`src/rtl/wsd_pkg.sv`:
```
// wsd_pkg: shared types and constants for the websocket frame decoder
// no dependencies; imported by wsd_parser, wsd_out_reg and websocket_frame_decoder
`timescale 1ns / 1ps

package wsd_pkg;

    // frame parse phases
    typedef enum logic [2:0] {
        PH_FIRST   = 3'd0,
        PH_SECOND  = 3'd1,
        PH_EXTLEN  = 3'd2,
        PH_MASK    = 3'd3,
        PH_PAYLOAD = 3'd4
    } phase_t;

    // 7-bit length code that announces a 16-bit extended length
    localparam logic [6:0] LEN7_EXT16 = 7'd126;

    // header byte counts
    localparam logic [3:0] EXT16_BYTES    = 4'd2;
    localparam logic [3:0] EXT64_BYTES    = 4'd8;
    localparam logic [3:0] MASK_KEY_BYTES = 4'd4;

    // one decoded result item
    typedef struct packed {
        logic       valid;
        logic [7:0] payload_byte;
        logic       frame_last;
        logic       frame_empty;
    } result_t;

endpackage

```
`src/rtl/wsd_parser.sv`:
```
// wsd_parser: frame header state machine and payload unmasking
// depends on wsd_pkg; one byte per cycle while byte_valid is high, result is combinational from state and byte
`timescale 1ns / 1ps

module wsd_parser #(
    parameter int LEN_BITS = 64
) (
    input  logic             aclk,
    input  logic             aresetn,
    input  logic             byte_valid,
    input  logic [7:0]       rx_byte,
    output wsd_pkg::result_t result
);
    import wsd_pkg::*;

    phase_t                phase_reg, phase_next;
    logic [3:0]            hdr_cnt_reg, hdr_cnt_next;
    logic [LEN_BITS-1:0]   remain_reg, remain_next;
    logic                  masked_reg, masked_next;
    logic [31:0]           key_reg, key_next;
    logic [1:0]            idx_reg, idx_next;

    logic                  len_done;
    logic                  hdr_done;
    logic [LEN_BITS-1:0]   len_value;
    logic                  masked_value;
    logic [3:0]            cnt_dec;
    logic [LEN_BITS-1:0]   remain_dec;
    logic [7:0]            key_byte;

    always_ff @(posedge aclk) begin
        if (!aresetn) begin
            phase_reg   <= PH_FIRST;
            hdr_cnt_reg <= '0;
            remain_reg  <= '0;
            masked_reg  <= 1'b0;
            key_reg     <= '0;
            idx_reg     <= '0;
        end else begin
            phase_reg   <= phase_next;
            hdr_cnt_reg <= hdr_cnt_next;
            remain_reg  <= remain_next;
            masked_reg  <= masked_next;
            key_reg     <= key_next;
            idx_reg     <= idx_next;
        end
    end

    assign cnt_dec    = hdr_cnt_reg - 4'd1;
    assign remain_dec = remain_reg - {{(LEN_BITS-1){1'b0}}, 1'b1};

    always_comb begin
        unique case (idx_reg)
            2'd0:    key_byte = key_reg[31:24];
            2'd1:    key_byte = key_reg[23:16];
            2'd2:    key_byte = key_reg[15:8];
            default: key_byte = key_reg[7:0];
        endcase
    end

    always_comb begin
        phase_next   = phase_reg;
        hdr_cnt_next = hdr_cnt_reg;
        remain_next  = remain_reg;
        masked_next  = masked_reg;
        key_next     = key_reg;
        idx_next     = idx_reg;
        result       = '0;
        len_done     = 1'b0;
        hdr_done     = 1'b0;
        len_value    = remain_reg;
        masked_value = masked_reg;

        if (byte_valid) begin
            unique case (phase_reg)
                PH_SECOND: begin
                    masked_value = rx_byte[7];
                    masked_next  = rx_byte[7];
                    if (rx_byte[6:0] < LEN7_EXT16) begin
                        len_value = {{(LEN_BITS-7){1'b0}}, rx_byte[6:0]};
                        len_done  = 1'b1;
                    end else begin
                        len_value    = '0;
                        phase_next   = PH_EXTLEN;
                        hdr_cnt_next = (rx_byte[6:0] == LEN7_EXT16) ? EXT16_BYTES
                                                                     : EXT64_BYTES;
                    end
                    remain_next = len_value;
                end
                PH_EXTLEN: begin
                    // big-endian, high bytes beyond LEN_BITS fall off
                    len_value    = {remain_reg[LEN_BITS-9:0], rx_byte};
                    remain_next  = len_value;
                    hdr_cnt_next = cnt_dec;
                    len_done     = (cnt_dec == 4'd0);
                end
                PH_MASK: begin
                    key_next     = {key_reg[23:0], rx_byte};
                    hdr_cnt_next = cnt_dec;
                    hdr_done     = (cnt_dec == 4'd0);
                end
                PH_PAYLOAD: begin
                    result.valid        = 1'b1;
                    result.payload_byte = masked_reg ? (rx_byte ^ key_byte) : rx_byte;
                    result.frame_last   = (remain_dec == '0);
                    idx_next            = idx_reg + 2'd1;
                    remain_next         = remain_dec;
                    if (remain_dec == '0) begin
                        phase_next = PH_FIRST;
                    end
                end
                default: begin
                    // first header byte and unused phase codes
                    phase_next   = PH_SECOND;
                    hdr_cnt_next = '0;
                end
            endcase

            // length complete: fetch the mask key or finish the header
            if (len_done) begin
                if (masked_value) begin
                    phase_next   = PH_MASK;
                    hdr_cnt_next = MASK_KEY_BYTES;
                    key_next     = '0;
                end else begin
                    hdr_done = 1'b1;
                end
            end

            if (hdr_done) begin
                idx_next = '0;
                if (len_value == '0) begin
                    phase_next         = PH_FIRST;
                    result.valid       = 1'b1;
                    result.frame_last  = 1'b1;
                    result.frame_empty = 1'b1;
                end else begin
                    phase_next = PH_PAYLOAD;
                end
            end
        end
    end

endmodule

```
`src/rtl/wsd_out_reg.sv`:
```
// wsd_out_reg: result register on the m_ side
// depends on wsd_pkg; holds one item until the receiver takes it
`timescale 1ns / 1ps

module wsd_out_reg (
    input  logic             aclk,
    input  logic             aresetn,
    input  logic             load,
    input  wsd_pkg::result_t result,
    input  logic             m_ready,
    output logic             free,
    output logic             m_valid,
    output logic [7:0]       m_payload_byte,
    output logic             m_frame_last,
    output logic             m_frame_empty
);
    import wsd_pkg::*;

    logic       valid_reg;
    logic [7:0] byte_reg;
    logic       last_reg;
    logic       empty_reg;

    assign free = !valid_reg || m_ready;

    always_ff @(posedge aclk) begin
        if (!aresetn) begin
            valid_reg <= 1'b0;
        end else if (free) begin
            valid_reg <= load && result.valid;
        end
    end

    always_ff @(posedge aclk) begin
        if (free && load && result.valid) begin
            byte_reg  <= result.payload_byte;
            last_reg  <= result.frame_last;
            empty_reg <= result.frame_empty;
        end
    end

    assign m_valid        = valid_reg;
    assign m_payload_byte = byte_reg;
    assign m_frame_last   = last_reg;
    assign m_frame_empty  = empty_reg;

endmodule

```
`src/rtl/websocket_frame_decoder.sv`:
```
// websocket_frame_decoder: top level of the receive frame decoder
// depends on wsd_pkg, wsd_parser and wsd_out_reg
`timescale 1ns / 1ps

// usage
//   s_ channel: one received stream byte per item on s_rx_byte, taken after the
//   opening handshake; header bytes are consumed silently
//   m_ channel: one item per payload byte (unmasked, last byte flagged with
//   m_frame_last), or a single item with m_frame_empty set for a zero-length frame
//   path: a byte is registered on acceptance in the input register, parsed
//   from there and its item registered in the result register that drives m_valid
//   throughput: one byte per cycle while m_ready takes every item; the only loop
//   is the parse state update (length counter decrement and zero compare)
//   stall: while the result register holds an item that m_ready refuses, the
//   parse stage waits and s_ready drops once the input register is full too;
//   nothing is lost or repeated
//   reset: synchronous active-low aresetn returns the parser to waiting for the
//   first header byte and empties both registers; no clearing pass
//   LEN_BITS sets the width of the payload length counter (16 to 64); longer
//   extended lengths keep their low LEN_BITS bits
module websocket_frame_decoder #(
    parameter int LEN_BITS = 64
) (
    input  logic       aclk,
    input  logic       aresetn,
    input  logic       s_valid,
    output logic       s_ready,
    input  logic [7:0] s_rx_byte,
    output logic       m_valid,
    input  logic       m_ready,
    output logic [7:0] m_payload_byte,
    output logic       m_frame_last,
    output logic       m_frame_empty
);
    import wsd_pkg::*;

    // input register
    logic       in_valid_reg;
    logic [7:0] in_byte_reg;

    logic       out_free;
    logic       advance;
    result_t    result;

    // the parse stage moves only when the result register can take its item
    assign advance = in_valid_reg && out_free;
    assign s_ready = !in_valid_reg || advance;

    always_ff @(posedge aclk) begin
        if (!aresetn) begin
            in_valid_reg <= 1'b0;
        end else if (s_ready) begin
            in_valid_reg <= s_valid;
        end
    end

    always_ff @(posedge aclk) begin
        if (s_ready && s_valid) begin
            in_byte_reg <= s_rx_byte;
        end
    end

    // header state machine and unmasking
    wsd_parser #(
        .LEN_BITS (LEN_BITS)
    ) u_parser (
        .aclk       (aclk),
        .aresetn    (aresetn),
        .byte_valid (advance),
        .rx_byte    (in_byte_reg),
        .result     (result)
    );

    // result register
    wsd_out_reg u_out_reg (
        .aclk           (aclk),
        .aresetn        (aresetn),
        .load           (advance),
        .result         (result),
        .m_ready        (m_ready),
        .free           (out_free),
        .m_valid        (m_valid),
        .m_payload_byte (m_payload_byte),
        .m_frame_last   (m_frame_last),
        .m_frame_empty  (m_frame_empty)
    );

endmodule
```
`config.mk`:
```
export PLATFORM = sky130hd
export DESIGN_NAME = websocket_frame_decoder
export DESIGN_NICKNAME = d
export VERILOG_FILES = /design/src/rtl/wsd_pkg.sv /design/src/rtl/wsd_parser.sv /design/src/rtl/wsd_out_reg.sv /design/src/rtl/websocket_frame_decoder.sv
export SDC_FILE = /design/constraint.sdc
export NUM_CORES = 1
export LEC_CHECK = 0
export ABC_AREA = 1
export BUFFER_PORTS_ARGS = -buffer_cell sky130_fd_sc_hd__buf_2
export CORE_MARGIN = 3
export CORE_UTILIZATION = 55
export CTS_CLUSTER_DIAMETER = 200
export CTS_CLUSTER_SIZE = 25
export DETAILED_ROUTE_END_ITERATION = 7
export PLACE_DENSITY = 0.69
export REMOVE_ABC_BUFFERS = 1
export SLEW_MARGIN = 20
export SYNTH_ARGS = -nofsm -noshare
export SYNTH_HDL_FRONTEND = slang
export SYNTH_SLANG_ARGS = --single-unit
export TNS_END_PERCENT = 20
```
`constraint.sdc`:
```
create_clock -name aclk -period 3.88 [get_ports aclk]
set_clock_uncertainty 0.05 [all_clocks]
set_input_delay 0.776 -clock aclk [delete_from_list [all_inputs] [get_ports aclk]]
set_output_delay 0.776 -clock aclk [all_outputs]
set_load 0.01 [all_outputs]
```
Yosys cells after proc, flatten, opt, wreduce, memory -nomap -nowiden

Index checks and enable logic that the tools add are counted.

Add/sub/neg operators: 3
Multipliers: 0
Div/mod/pow operators: 0
Order comparisons: 1
Eq/ne operators: 7
Shifts and indexed selects: 0
Mux-type cells: 38
Bitwise logic cells: 1
Reductions and logical operators: 20

Operators with widths:

| cell                                                                  | count |
|---|---|
| 64-bit one-hot mux with 3 select lines                                | 1 |
| 64-bit logical NOT                                                    | 2 |
| 64-bit one-hot mux with 2 select lines                                | 1 |
| 32-bit two-way mux                                                    | 3 |
| 64-bit two-way mux                                                    | 1 |
| 64-bit by 1-bit subtractor with 64-bit output (second input constant) | 1 |
| 8-bit one-hot mux with 3 select lines                                 | 1 |
| 3-bit two-way mux                                                     | 6 |
| 4-bit two-way mux                                                     | 4 |
| 4-bit one-hot mux with 3 select lines                                 | 1 |
| 11-bit two-way mux                                                    | 1 |
| 1-bit two-way mux                                                     | 10 |
| 10-bit two-way mux                                                    | 1 |
| 3-bit one-hot mux with 3 select lines                                 | 1 |
| 2-bit two-way mux                                                     | 4 |
| 8-bit two-way mux                                                     | 1 |
| 2-bit AND reduction                                                   | 4 |
| 8-bit XOR                                                             | 1 |
| 7-bit == test (second input constant)                                 | 1 |
| 7-bit less-than comparator (second input constant)                    | 1 |
| 7-bit two-way mux                                                     | 1 |
| 3-bit by 2-bit == test with 1-bit output (second input constant)      | 2 |
| 1-bit logical AND                                                     | 5 |
| 4-bit logical NOT                                                     | 1 |
| other kinds (13)                                                      | 15 |

Flip-flop bits (word level): 126
Bits in latches: 0
Memory bits (writable): 0
Memory bits (read-only): 0
Output and inout bits: 12
Logic and storage cells: 82
Memories: 0

Logic depth before layout (Yosys ltp)

Gate-level depths: netlist of the first run.

Depth after elaboration: 10
Depth in mapped cells: 17
Gate-level depth less buffers: 17

Modules after synthesis

From an unflattened synthesis of the first run, not the netlist that was laid out.

Cells, all modules: 1,292
Area total of the unflattened synthesis: 8,240.4 µm²

Modules (own cells, without submodules):

| module                  | instances | cells each | area an instance (µm²) |
|---|---|---|---|
| wsd_parser              | 1         | 1,258      | 7,589.8 |
| wsd_out_reg             | 1         | 17         | 351.6 |
| websocket_frame_decoder | 1         | 17         | 299.0 |

Least setup slack after synthesis of the first run

No wires, ideal clock.

Kind: reg2reg
From: register u_parser.hdr_cnt_reg[0]
To: register u_out_reg.empty_reg (netlist: u_out_reg.m_frame_empty), enable pin
Setup time: 0.334 ns
Arrival: 1.931 ns
Required time: 3.496 ns
Path slack: 1.565 ns
Stages on the path, launching flop included: 13
Cells stage by stage: dfxtp_1 inv_1 ha_1 xnor2_1 nand2_1 or2_1 nor2_1 nor2_1 o22ai_1 nand2_1 nor2_1 nor2_1 inv_1

Longest elaborated chain between the ends: 9
Elaborated cells between the ends (all ways): 11

RTL lines:

| item                                                                       | line                                | RTL |
|---|---|---|
| start, declared                                                            | wsd_parser.sv:17                    | `logic [3:0] hdr_cnt_reg, hdr_cnt_next;` |
| start signal, assigned                                                     | wsd_parser.sv:41                    | `hdr_cnt_reg <= hdr_cnt_next;` |
| 4-bit by 1-bit subtractor with 4-bit output (*)                            | wsd_parser.sv:49                    | `assign cnt_dec = hdr_cnt_reg - 4'd1;` |
| 4-bit logical NOT (*)                                                      | wsd_parser.sv:95, wsd_parser.sv:100 |  |
| 1-bit one-hot mux with 2 select lines or 1-bit two-way mux (tied branches) | wsd_parser.sv:75                    | `unique case (phase_reg)` |
| 1-bit two-way mux (on tied branches)                                       | wsd_parser.sv:74, wsd_parser.sv:121 |  |
| 1-bit two-way mux (*)                                                      | wsd_parser.sv:120                   | `if (len_done) begin` |
| 1-bit two-way mux (*)                                                      | wsd_parser.sv:74                    | `if (byte_valid) begin` |
| 1-bit two-way mux (*)                                                      | wsd_parser.sv:130                   | `if (hdr_done) begin` |
| 11-bit two-way mux (*)                                                     | wsd_parser.sv:74                    |  |
| 1-bit logical AND (*)                                                      | wsd_out_reg.sv:35                   | `if (free && load && result.valid) begin` |
| end signal, assigned                                                       | wsd_out_reg.sv:38                   | `empty_reg <= result.frame_empty;` |
| end, declared                                                              | wsd_out_reg.sv:22                   | `logic empty_reg;` |

Mark *: on every way between the ends. The rest lies on a longest branch, timed or not. The select of a mux whose other input is x is not followed.
A chain may end at the register's enable or synchronous reset.

Final worst setup path of the first run

From: register u_parser.phase_reg[0]
To: register u_out_reg.byte_reg[2] (netlist: u_out_reg.m_payload_byte[2]), enable pin

Longest elaborated chain between the ends: 9
Elaborated cells between the ends (all ways): 20

RTL lines:

| item                                                                                           | line              | RTL |
|---|---|---|
| start, declared                                                                                | wsd_parser.sv:16  | `phase_t phase_reg, phase_next;` |
| start signal, assigned                                                                         | wsd_parser.sv:40  | `phase_reg <= phase_next;` |
| parallel branches: the longest is 6 deep, another holds 64-bit one-hot mux with 2 select lines | n/a               |  |
| 1-bit two-way mux (*)                                                                          | wsd_parser.sv:130 |  |
| 11-bit two-way mux (*)                                                                         | wsd_parser.sv:74  |  |
| 1-bit logical AND (*)                                                                          | wsd_out_reg.sv:35 |  |
| end signal, assigned                                                                           | wsd_out_reg.sv:36 | `byte_reg <= result.payload_byte;` |
| end, declared                                                                                  | wsd_out_reg.sv:20 | `logic [7:0] byte_reg;` |

Every way passes the cells marked *. The select of a mux whose other input is x is not followed.

==> summary.txt, run 1 <==
Power and ir drop
  • Worst IR drop on VDD: 0.000418 V
  • Static Leak: 4.09 nW
  • Power Dens Cells: 494 mW/mm²

Global routing
  • Global-route wire length before repair: 42300 µm
  • Pin count of the biggest net entering global routing: 102
  • GRT overflow: 0
  • Initial antenna violation count: 0
  • Vias in the first global route: around 8100
  • GR Util All Layers: between 30% and 40%

Synth
  • Synth cell count leaders: 328 x nand2_1, 232 x nor2_1, 125 x inv_1
  • Leading area contributor after synthesis: dfxtp_1
  • Ys flop type: dfxtp_1
  • Register area share after synthesis: 32.6%
  • Syn Std Cell Area: 0.00829 mm²
  • Count leader, synth: nand2_1
  • Yosys reg bits: roughly 130
  • Syn_area_per_cell: 6.42 µm²
  • Synth Warn #: 0
  • Share of the synthesized area in the top cell type: 26.1%
  • Area contributors post-synth: dfxtp_1 26%, nand2_1 15%, nor2_1 11%, edfxtp_1 6.5%, inv_1 5.7%
  • Synth cell types: 42
  • Post-synth EDFFs: 18
  • Mapped Cells: about 1300
  • Fraction of registers with async set/reset: 0%

Layout
  • Largest register FFs: 64
  • P&R area growth vs syn: 9.72%
  • Share of cells above drive strength 1: 9.33%
  • # diodes: 0
  • Sequential Area: 0.00270 mm²
  • FILL cells: approximately 1400
  • Multi-input gate area: 0.00491 mm²
  • Core Util, Final: 62.1%
  • Total Nets Final: 1314

Outcome
  • Status: finished, final reports clean

Setup path
  • CP arrival: 2860 ps
  • Critical path endpoint category: flop
  • CP required: 3920 ps
  • Crit Path Max Fanout: 33
  • Crit path launch type: flop
  • CP Class: flop to flop

Detailed routing
  • ANT nets after route: 0
  • DR WL/cell: 17.9 µm
  • DRC: 0
  • Final wirelength: 26700 µm
  • Highest metal used: met4
  • Vias per inst: 5.91
  • Pre-antenna DRT Iters: 5
  • Routed length on met2: 12300 µm
  • M1 WL: 11200 µm
  • Starting DRT DRC Count: 768
  • WL met3: between 2000 and 2500 µm
  • Vias: 8808

STA
  • Setup violations, final: 0
  • Min Tclk post-route: 2820 ps
  • Total negative slack: 0 ps
  • Max-slew violation count: 0
  • Actual slew at the worst max-slew pin: around 790 ps
  • RSZ-0062 raised after global routing: no
  • Max-slew headroom: 47.3%
  • Final Cycle Share: 72.7%
  • Final hold vios: 0
  • Highest Clock Rate: 0.355 GHz

CTS
  • H-tree depth: 4
  • Clock sinks: roughly 130
  • TritonCTS Buffers: 17
  • Root buf cell: clkbuf_16
  • Post-cts resize count: 0
  • Clock transition at the registers of the reported paths: 60 ps
  • Postcts setup bufs: 0
  • Max clock buf depth: 2
  • TritonCTS clock tree: built
  • Worst-skew pair later-pin latency: between 400 and 500 ps
  • # hold bufs at CTS: 0

Die
  • Row count: 44
  • Core area: 0.0146 mm²
  • Die area: 0.0166 mm²
  • Ports: 24
  • Initial core utilization: 56.6%
  • DIE WIDTH: 129 µm
  • Die Y: around 130 µm

Placed design
  • Port Buffers: 23
  • Routability cong.: roughly 1
  • Post-DP HPWL: 19500 µm

Run
  • Max_cap viols: 0

Worst hold path
  • Min-delay worst type: flop to flop
-- final timing paths --
path                      startpoint                          end  slack, ps  cells after the start
max reg2reg    u_parser.phase_reg[0]  u_out_reg.m_payload_byte[2]       1060                     10
min reg2reg  u_parser.hdr_cnt_reg[1]      u_parser.hdr_cnt_reg[1]        420                      2
min          u_parser.hdr_cnt_reg[1]      u_parser.hdr_cnt_reg[1]        420                      2
max            u_parser.phase_reg[0]  u_out_reg.m_payload_byte[2]       1060                     10
-- logic make-up (layout without fill, tap and decap cells) --
family	count (synthesis)	after routing	synth area share [%]
xor gates and xnor gates	12	12	1.27
AOI/OAI and AO/OA	232	232	17.7
adders and majority gates	8	8	1.21
buffers and inverters	181	196	8.41
DFF	126	126	32.6
and+or+nand+nor	733	733	38.8
-- layout make-up --
class	count	area share, %
Multi-Input combinational cell	985	54.0
Tap cell	184	2.53
Inverter	134	5.53
Clock inverter	13	1.27
Sequential cell	126	29.7
Clock buffer	19	4.99
Timing Repair Buffer	30	1.98
-- per-stage QoR --
step | cells | area (µm²) | hold WS, ps | power, mW | setup WS [ps]
after floorplan | 1245 | 8100 | 394 | 2.50 | -2170
after global placement | 1459 | 8530 | 405 | 2.90 | 1160
after detailed placement | 1459 | 8530 | 409 | 2.90 | 1120
after CTS | 1491 | 9090 | 419 | 4.46 | 1080
after global routing | 1491 | 9090 | 448 | 4.71 | 833
final | 1491 | 9090 | 418 | 4.49 | 1060
-- metal layers --
layer | vias to the layer above | GRT usage, %
li1 | 4309 | -
met1 | 4024 | 42.6
met2 | 393 | 51.4
met3 | 82 | 5.40
met4 | 0 | 16.1
met5 | - | 0
-- worst max-delay path: stages, from the launching register on --
cell	delay [ps]
dfxtp_1	400
inv_1	110
nand2_2	170
inv_2	270
o31ai_1	160
nand3_1	160
nor4_1	370
nand3_1	220
nor2_1	170
nor2_1	90
inv_1	310
-- report_power, final --
| part | internal, mW | total [mW] | switching [mW] |
|---|---|---|---|
| sequential | 1.36 | 1.42 | 0.0592 |
| clock | 0.880 | 1.57 | 0.687 |
| combinational | 0.433 | 1.50 | 1.07 |
| total | 2.67 | 4.49 | 1.82 |
-- layout by cell type (no fill, tap or decap), types with 2 or more instances in the layout --
cell type,netlist,routed
nor2_4,12,12
o221a_2,2,2
nand3_2,3,3
a31oi_1,8,8
clkinv_4,0,2
clkbuf_16,0,18
dfxtp_1,108,108
inv_8,0,2
edfxtp_1,18,18
nand3_1,70,70
xnor2_1,3,3
nor2_1,232,231
xor2_1,9,9
nand3b_1,9,9
and2_1,2,2
inv_2,7,8
nor2_8,2,2
nor3_1,27,27
nand4_1,6,6
o21ai_0,52,52
a21oi_1,80,80
buf_2,10,23
buf_4,1,6
nor2_2,13,14
a211oi_1,25,25
o21ai_1,4,3
nand2_1,328,328
ha_1,8,8
nand2_4,7,7
clkinv_1,2,2
nand2_2,8,8
a221oi_1,53,53
inv_6,0,7
inv_1,125,124
o22ai_1,2,2
nor4_1,10,10
o211ai_1,3,3
No activity file was read; power rests on OpenSTA's default activity.
==> run 2, diff against run 1 <==
==> constraint.sdc (replaced) <==
create_clock -name aclk -period 2.7 [get_ports aclk]
set_clock_uncertainty 0.05 [all_clocks]
set_input_delay 0.54 -clock aclk [delete_from_list [all_inputs] [get_ports aclk]]
set_output_delay 0.54 -clock aclk [all_outputs]
set_load 0.01 [all_outputs]
==> run 2 against run 1 <==
Net effect:
- clock power grew 53%
- die area is the same
- sequential share of layout area shrank 1.0 points
- worst hold slack lost 180 ps
- fmax grew 14%
- clock-buffer cell count shrank 2
- non-clock buffer count grew 33
- final cell count grew 2.2%
- critical path depth grew 5
- combinational power grew 48%
- sequential cell count is the same
- critical endpoint is now u_parser.phase_reg[2]
- largest cell class unchanged
==> summary.txt, run 2 (synthesis gave the netlist of run 1 again) <==
Outcome
  • Status: finished, final reports clean

Placed design
  • Post-DP HPWL: 20200 µm (+4.0%)
  • Dpl cells: 1492 (+2.3%)
  • Post-DP Area: 0.00880 mm² (+3.2%)
  • Routability cong.: 1.01 (-1.1%)
  • Port Buffers: 23 (unchanged)

Layout
  • Share of cells above drive strength 1: 12.1% (+2.8 points)
  • Largest register FFs: 64 (unchanged)
  • Final Instance Area: 0.00941 mm² (+3.5%)
  • Core Util, Final: 64.3% (+2.2 points)
  • Fin cells: 1524 (+2.2%)
  • # diodes: 0 (unchanged)
  • P&R area growth vs syn: 13.6%
  • Total Nets Final: 1347 (+2.5%)
  • Most common cell after layout, fill and taps aside: nand2_1
  • Commonest non-fill, non-tap cells in the layout: 328 x nand2_1, 229 x nor2_1, 123 x inv_1

STA
  • Max-slew violation count: 0 (unchanged)
  • Hold Slack: 237 ps (-181 ps)
  • Min Tclk post-route: 2470 ps (-354 ps)
  • Final hold vios: 0 (unchanged)
  • Max-slew headroom: 65.9% (+19 points)
  • Actual slew at the worst max-slew pin: 511 ps (-279 ps)
  • Setup violations, final: 0 (unchanged)
  • Total negative slack: 0 ps (unchanged)
  • Final Cycle Share: 91.3% (+19 points)
  • Highest Clock Rate: 0.405 GHz (+14%)
  • RSZ-0062 raised after global routing: yes

Setup path
  • Top cell by count, worst path: nand2_1
  • Crit Path Max Fanout: 7 (-79%)
  • CP Buf/Inv Count: 2 (-1)
  • CP arrival: 2720 ps (-140 ps)
  • CP Class: flop to flop
  • Critical Path Slowest Stage Cell: dfxtp_1
  • CP required: 2950 ps (-970 ps)
  • Crit path launch type: flop
  • Critical path's top delay family: simple AND/OR/NAND/NOR gates
  • CP peak stage delay: 340 ps (-60 ps)
  • Worst path cell trace: inv_1, ha_2, nand3_2, inv_2, nand2_2, nor2_4, nand2_1, nand2_1, nand2_1, nor2_1, nand2_1, nor3_2, nand3_2, nand2_1, a21oi_1
  • Critical path endpoint category: flop

CTS
  • Clock transition at the registers of the reported paths: 70 ps (about the same)
  • TritonCTS clock tree: built
  • H-tree depth: 4 (unchanged)
  • Root buf cell: clkbuf_16
  • Max clock buf depth: 2 (unchanged)
  • TritonCTS Buffers: 17 (unchanged)
  • Clock sinks: 126 (unchanged)
  • Worst-skew pair later-pin latency: 430 ps (about the same)

Power and ir drop
  • Static Leak: 4.28 nW (+4.8%)
  • Power Dens Cells: 706 mW/mm² (+43%)
  • Worst IR drop on VDD: 0.000502 V (+20%)

Global routing
  • Vias in the first global route: 8573 (+5.9%)
  • Global-route wire length before repair: 43900 µm (+3.6%)
  • GRT overflow: 0 (unchanged)
  • Pin count of the biggest net entering global routing: 57 (-44%)
  • GR Util All Layers: 33.6% (+1.2 points)
  • Initial antenna violation count: 0 (unchanged)

Die
  • Ports: 24 (unchanged)
  • Row count: 44 (unchanged)
  • Die area: 0.0166 mm² (unchanged)
  • DIE WIDTH: 129 µm (unchanged)
  • Initial core utilization: 56.6% (unchanged)
  • Die Y: 129 µm (unchanged)
  • Core area: 0.0146 mm² (unchanged)

Run
  • Max_cap viols: 0 (unchanged)

Detailed routing
  • DRC: 0 (unchanged)
  • Final wirelength: 27200 µm (+1.6%)
  • ANT nets after route: 0 (unchanged)
  • Starting DRT DRC Count: 894 (+16%)
  • Vias per inst: 5.90 (-0.20%)
  • Pre-antenna DRT Iters: 5 (unchanged)
  • Vias: 8985 (+2.0%)
  • DR WL/cell: 17.8 µm (-0.56%)

Worst hold path
  • Min-delay worst type: input port to flop
-- run 2: cell type report --
| cell class | count | area [µm²] |
|---|---|---|
| fill | 1369 | 5230 |
| multi-input combinational | 985 | 4930 |
| sequential | 126 | 2700 |
| inverter | 134 | 503 |
| timing repair buffer | 63 | 453 |
| clock buffer | 17 | 425 |
| tap | 184 | 230 |
| clock inverter | 15 | 170 |
-- run 2: layer usage --
layer	wire length, µm	global-route usage (%)	vias up
met5	0	0	-
met1	11400	42.5	4145
li1	-	-	4377
met3	1800	6.35	83
met2	12600	54.5	380
met4	1380	17.5	0
-- run 2: power by group --
group	internal, mW	total (mW)	switching [mW]
clock network	1.39	2.40	1.01
logic	0.672	2.22	1.55
registers	1.96	2.03	0.0726
-- run 2: final timing paths --
kind | to | slack (ps) | cells after the start | start
worst min register to register | u_parser.key_reg[31] | 420 | 2 | u_parser.key_reg[23]
worst max register to register | u_parser.phase_reg[2] | 230 | 15 | u_parser.remain_reg[0]
worst max-delay path | u_parser.phase_reg[2] | 230 | 15 | u_parser.remain_reg[0]
worst min-delay path | in_byte_reg[4] | 240 | 1 | s_rx_byte[4]
-- run 2: timing repair --
item | CTS | global route
setup endpoints to repair | 0 | 12
gates resized for setup | 0 | 6
setup buffers | 0 | 0
hold endpoints to repair | 0 | 0
hold buffers | 0 | 0
-- run 2: worst register-to-register path, stage by stage, from the launching register on --
cell and delay (ps):
dfxtp_1 340, inv_1 100, ha_2 250, nand3_2 190, inv_2 110, nand2_2 110, nor2_4 240, nand2_1 80
nand2_1 60, nand2_1 60, nor2_1 210, nand2_1 100, nor3_2 170, nand3_2 130, nand2_1 80, a21oi_1 60
-- run 2: stage by stage --
stage | power, mW | setup WS [ps]
floorplan | 3.60 | -3350
global placement | 4.21 | 262
detailed placement | 4.22 | 167
CTS | 6.60 | 144
global route | 6.98 | -4.51
finish | 6.65 | 234
==> run 3, diff against run 2 <==
--- a/config.mk
+++ b/config.mk
@@ -7,6 +7,7 @@
 export LEC_CHECK = 0
 export ABC_AREA = 1
 export BUFFER_PORTS_ARGS = -buffer_cell sky130_fd_sc_hd__buf_2
+export CORE_ASPECT_RATIO = 0.7
 export CORE_MARGIN = 3
 export CORE_UTILIZATION = 55
 export CTS_CLUSTER_DIAMETER = 200
==> constraint.sdc (replaced) <==
create_clock -name aclk -period 2.7 [get_ports aclk]
set_clock_uncertainty 0.05 [all_clocks]
set_input_delay 0.135 -clock aclk [delete_from_list [all_inputs] [get_ports aclk]]
set_output_delay 0.135 -clock aclk [all_outputs]
set_load 0.01 [all_outputs]
==> run 3 against run 2 <==
Net effect:
- fmax shrank 4.8%
- largest power group is now combinational cells
- register-to-register slack got worse by 130 ps
- worst hold slack worse by 210 ps
- sequential power hardly changed
- global-route usage up 1.4 points
- setup slack worse by 130 ps
- total power decreased by 1.7%
- clock power fell by 9.6%
- critical endpoint unchanged
- wire length grew 7.3%
==> summary.txt, run 3 (synthesis gave the netlist of run 1 again) <==
Outcome
  • Status: finished, final reports clean

STA
  • Setup violations, final: 0 (unchanged)
  • Actual slew at the worst max-slew pin: 941 ps (+431 ps)
  • Max-slew violation count: 0 (unchanged)
  • Highest Clock Rate: 0.386 GHz (-4.8%)
  • Final hold vios: 0 (unchanged)
  • Final Cycle Share: 96.0% (+4.6 points)
  • Max-slew headroom: 37.2% (-29 points)
  • Min Tclk post-route: 2590 ps (+125 ps)

Global routing
  • Initial antenna violation count: 1 (+1)
  • Pin count of the biggest net entering global routing: 69 (+21%)
  • GR Util All Layers: 35.0% (+1.4 points)
  • Global-route wire length before repair: 45200 µm (+3.0%)
  • GRT overflow: 0 (unchanged)
  • Vias in the first global route: 8117 (-5.3%)

Detailed routing
  • Starting DRT DRC Count: 1457 (+63%)
  • Final wirelength: 29200 µm (+7.3%)
  • DR WL/cell: 19.1 µm (+7.0%)
  • ANT nets after route: 0 (unchanged)
  • Pre-antenna DRT Iters: 6 (+1)
  • Vias: 9156 (+1.9%)
  • Vias per inst: 5.99 (+1.6%)
  • DRC: 0 (unchanged)

CTS
  • Clock transition at the registers of the reported paths: 60 ps (about the same)
  • H-tree depth: 4 (unchanged)
  • Worst-skew pair later-pin latency: 430 ps (about the same)
  • TritonCTS clock tree: built
  • TritonCTS Buffers: 17 (unchanged)
  • Clock sinks: 126 (unchanged)
  • Max clock buf depth: 2 (unchanged)
  • Root buf cell: clkbuf_16

Layout
  • Core Util, Final: 65.6% (+1.3 points)
  • Most common cell after layout, fill and taps aside: nand2_1
  • Share of cells above drive strength 1: 11.1% (-0.96 points)
  • Largest register FFs: 64 (unchanged)
  • Total Nets Final: 1347 (unchanged)
  • P&R area growth vs syn: 13.3%
  • # diodes: 0 (unchanged)
  • Commonest non-fill, non-tap cells in the layout: 327 x nand2_1, 228 x nor2_1, 124 x inv_1

Power and ir drop
  • Power Dens Cells: 696 mW/mm² (-1.4%)
  • Total Power: 6.54 mW (-1.7%)
  • Static Leak: 4.23 nW (-1.2%)
  • Worst IR drop on VDD: 0.000405 V (-19%)

Setup path
  • CP arrival: 2810 ps (+90 ps)
  • R2R cell count: 16 (+1)
  • Critical path's top delay family: simple AND/OR/NAND/NOR gates
  • CP peak stage delay: 390 ps (+50 ps)
  • Crit Path Max Fanout: 6 (-1)
  • R2R Path Start: u_parser.remain_reg[25]
  • Crit path launch type: flop
  • Top cell by count, worst path: nand2_1
  • Worst path cell trace: nor2_2, nand2_1, nor2_1, nand2_1, nor2_4, nand2_1, nand2_1, nand2_1, inv_1, nand2_1, nor2_1, nand2_1, nor2_1, nand3_2, nand2_1, a21oi_1
  • Critical Path Slowest Stage Cell: dfxtp_1
  • Worst R2R End: u_parser.phase_reg[2]
  • CP required: 2920 ps (-30 ps)
  • CP Class: flop to flop
  • Critical path endpoint category: flop
  • Reg2reg setup slack: 110 ps (-130 ps)
  • Crit. path cell count: 16 (+1)
  • CP Buf/Inv Count: 1 (-1)

Worst hold path
  • Hold endpoint: u_out_reg.m_valid
  • Worst Hold Depth: 6 (+5)
  • Min-delay src: m_ready
  • Min-delay worst type: input port to flop

Placed design
  • Port Buffers: 23 (unchanged)
  • Post-DP HPWL: 21900 µm (+8.1%)
  • Routability cong.: 1.04 (+2.8%)

Die
  • Initial core utilization: 57.9% (+1.3 points)
  • Core area: 0.0143 mm² (-2.2%)
  • Ports: 24 (unchanged)
  • DIE WIDTH: 153 µm (+19%)
  • Die Y: 109 µm (-16%)
  • Die area: 0.0166 mm² (+0.14%)
  • Row count: 36 (-18%)

Run
  • Max_cap viols: 0 (unchanged)
==> run 3: cell types whose count changed in the layout (fill, tap and decap cells not counted), moves of 2 or more <==
cell	before	now
dlygate4sd3_1	0	10
bufinv_16	2	0
inv_6	8	2
buf_4	37	28
clkinvlp_4	0	4
==> run 3: routing by layer <==
| layer | GRT usage [%] | share of wire (%) | up-vias |
|---|---|---|---|
| met5 | 0 | 0.16 | - |
| met4 | 6.68 | 0.90 | 4 |
| met3 | 14.8 | 17 | 30 |
| met2 | 44.8 | 36 | 576 |
| met1 | 53.7 | 46 | 4164 |
| li1 | - | - | 4382 |
==> run 3: final cells by class <==
type	instances	area (µm²)
inverter	134	503
clock buffer	20	468
fill	1340	4930
clock inverter	11	85.1
tap	190	238
sequential	126	2700
multi-input combinational	985	4930
timing repair buffer	63	465
==> run 3: worst min-delay path: stages <==
cell,delay (ps)
buf_2,80
inv_1,50
nand2_1,80
nand2_1,50
nand2_1,50
inv_1,30
==> run 3: power by group <==
group          switching [mW]  internal [mW]  total, mW
Clock                   0.919           1.25       2.17
Sequential             0.0900           1.96       2.05
Combinational            1.65          0.671       2.32
==> run 3: stage by stage <==
stage	hold slack (ps)	worst slack [ps]	TNS (ps)	instances	instance area, µm²
3_5_place_dp	265	35.6	0	1488	8720
3_3_place_gp	262	104	0	1488	8720
5_1_grt	74.0	-16.6	-16.6	1529	9390
4_1_cts	21.7	21.6	0	1529	9370
2_1_floorplan	183	-3350	-209190	1245	8100
6_report	28.8	108	0	1529	9390
==> run 3: worst max-delay path by stage <==
stage	from	endpoint	slack, ps
6_report	u_parser.remain_reg[25]	u_parser.phase_reg[2]	110
5_1_grt	u_parser.remain_reg[25]	u_parser.phase_reg[2]	-20
4_1_cts	u_parser.phase_reg[0]	u_out_reg.m_payload_byte[4]	20
3_5_place_dp	u_parser.phase_reg[0]	u_out_reg.m_payload_byte[4]	40
3_3_place_gp	u_parser.phase_reg[0]	u_out_reg.m_payload_byte[4]	100
2_1_floorplan	u_parser.phase_reg[2]	u_parser.remain_reg[1]	-3350
==> run 3: what timing repair did <==
| item | in CTS | in global routing |
|---|---|---|
| hold endpoints to repair | 9 | 0 |
| hold buffers | 10 | 0 |
| setup endpoints to repair | 0 | 12 |
| buffers inserted | 0 | 0 |
| gates resized for setup | 0 | 6 |
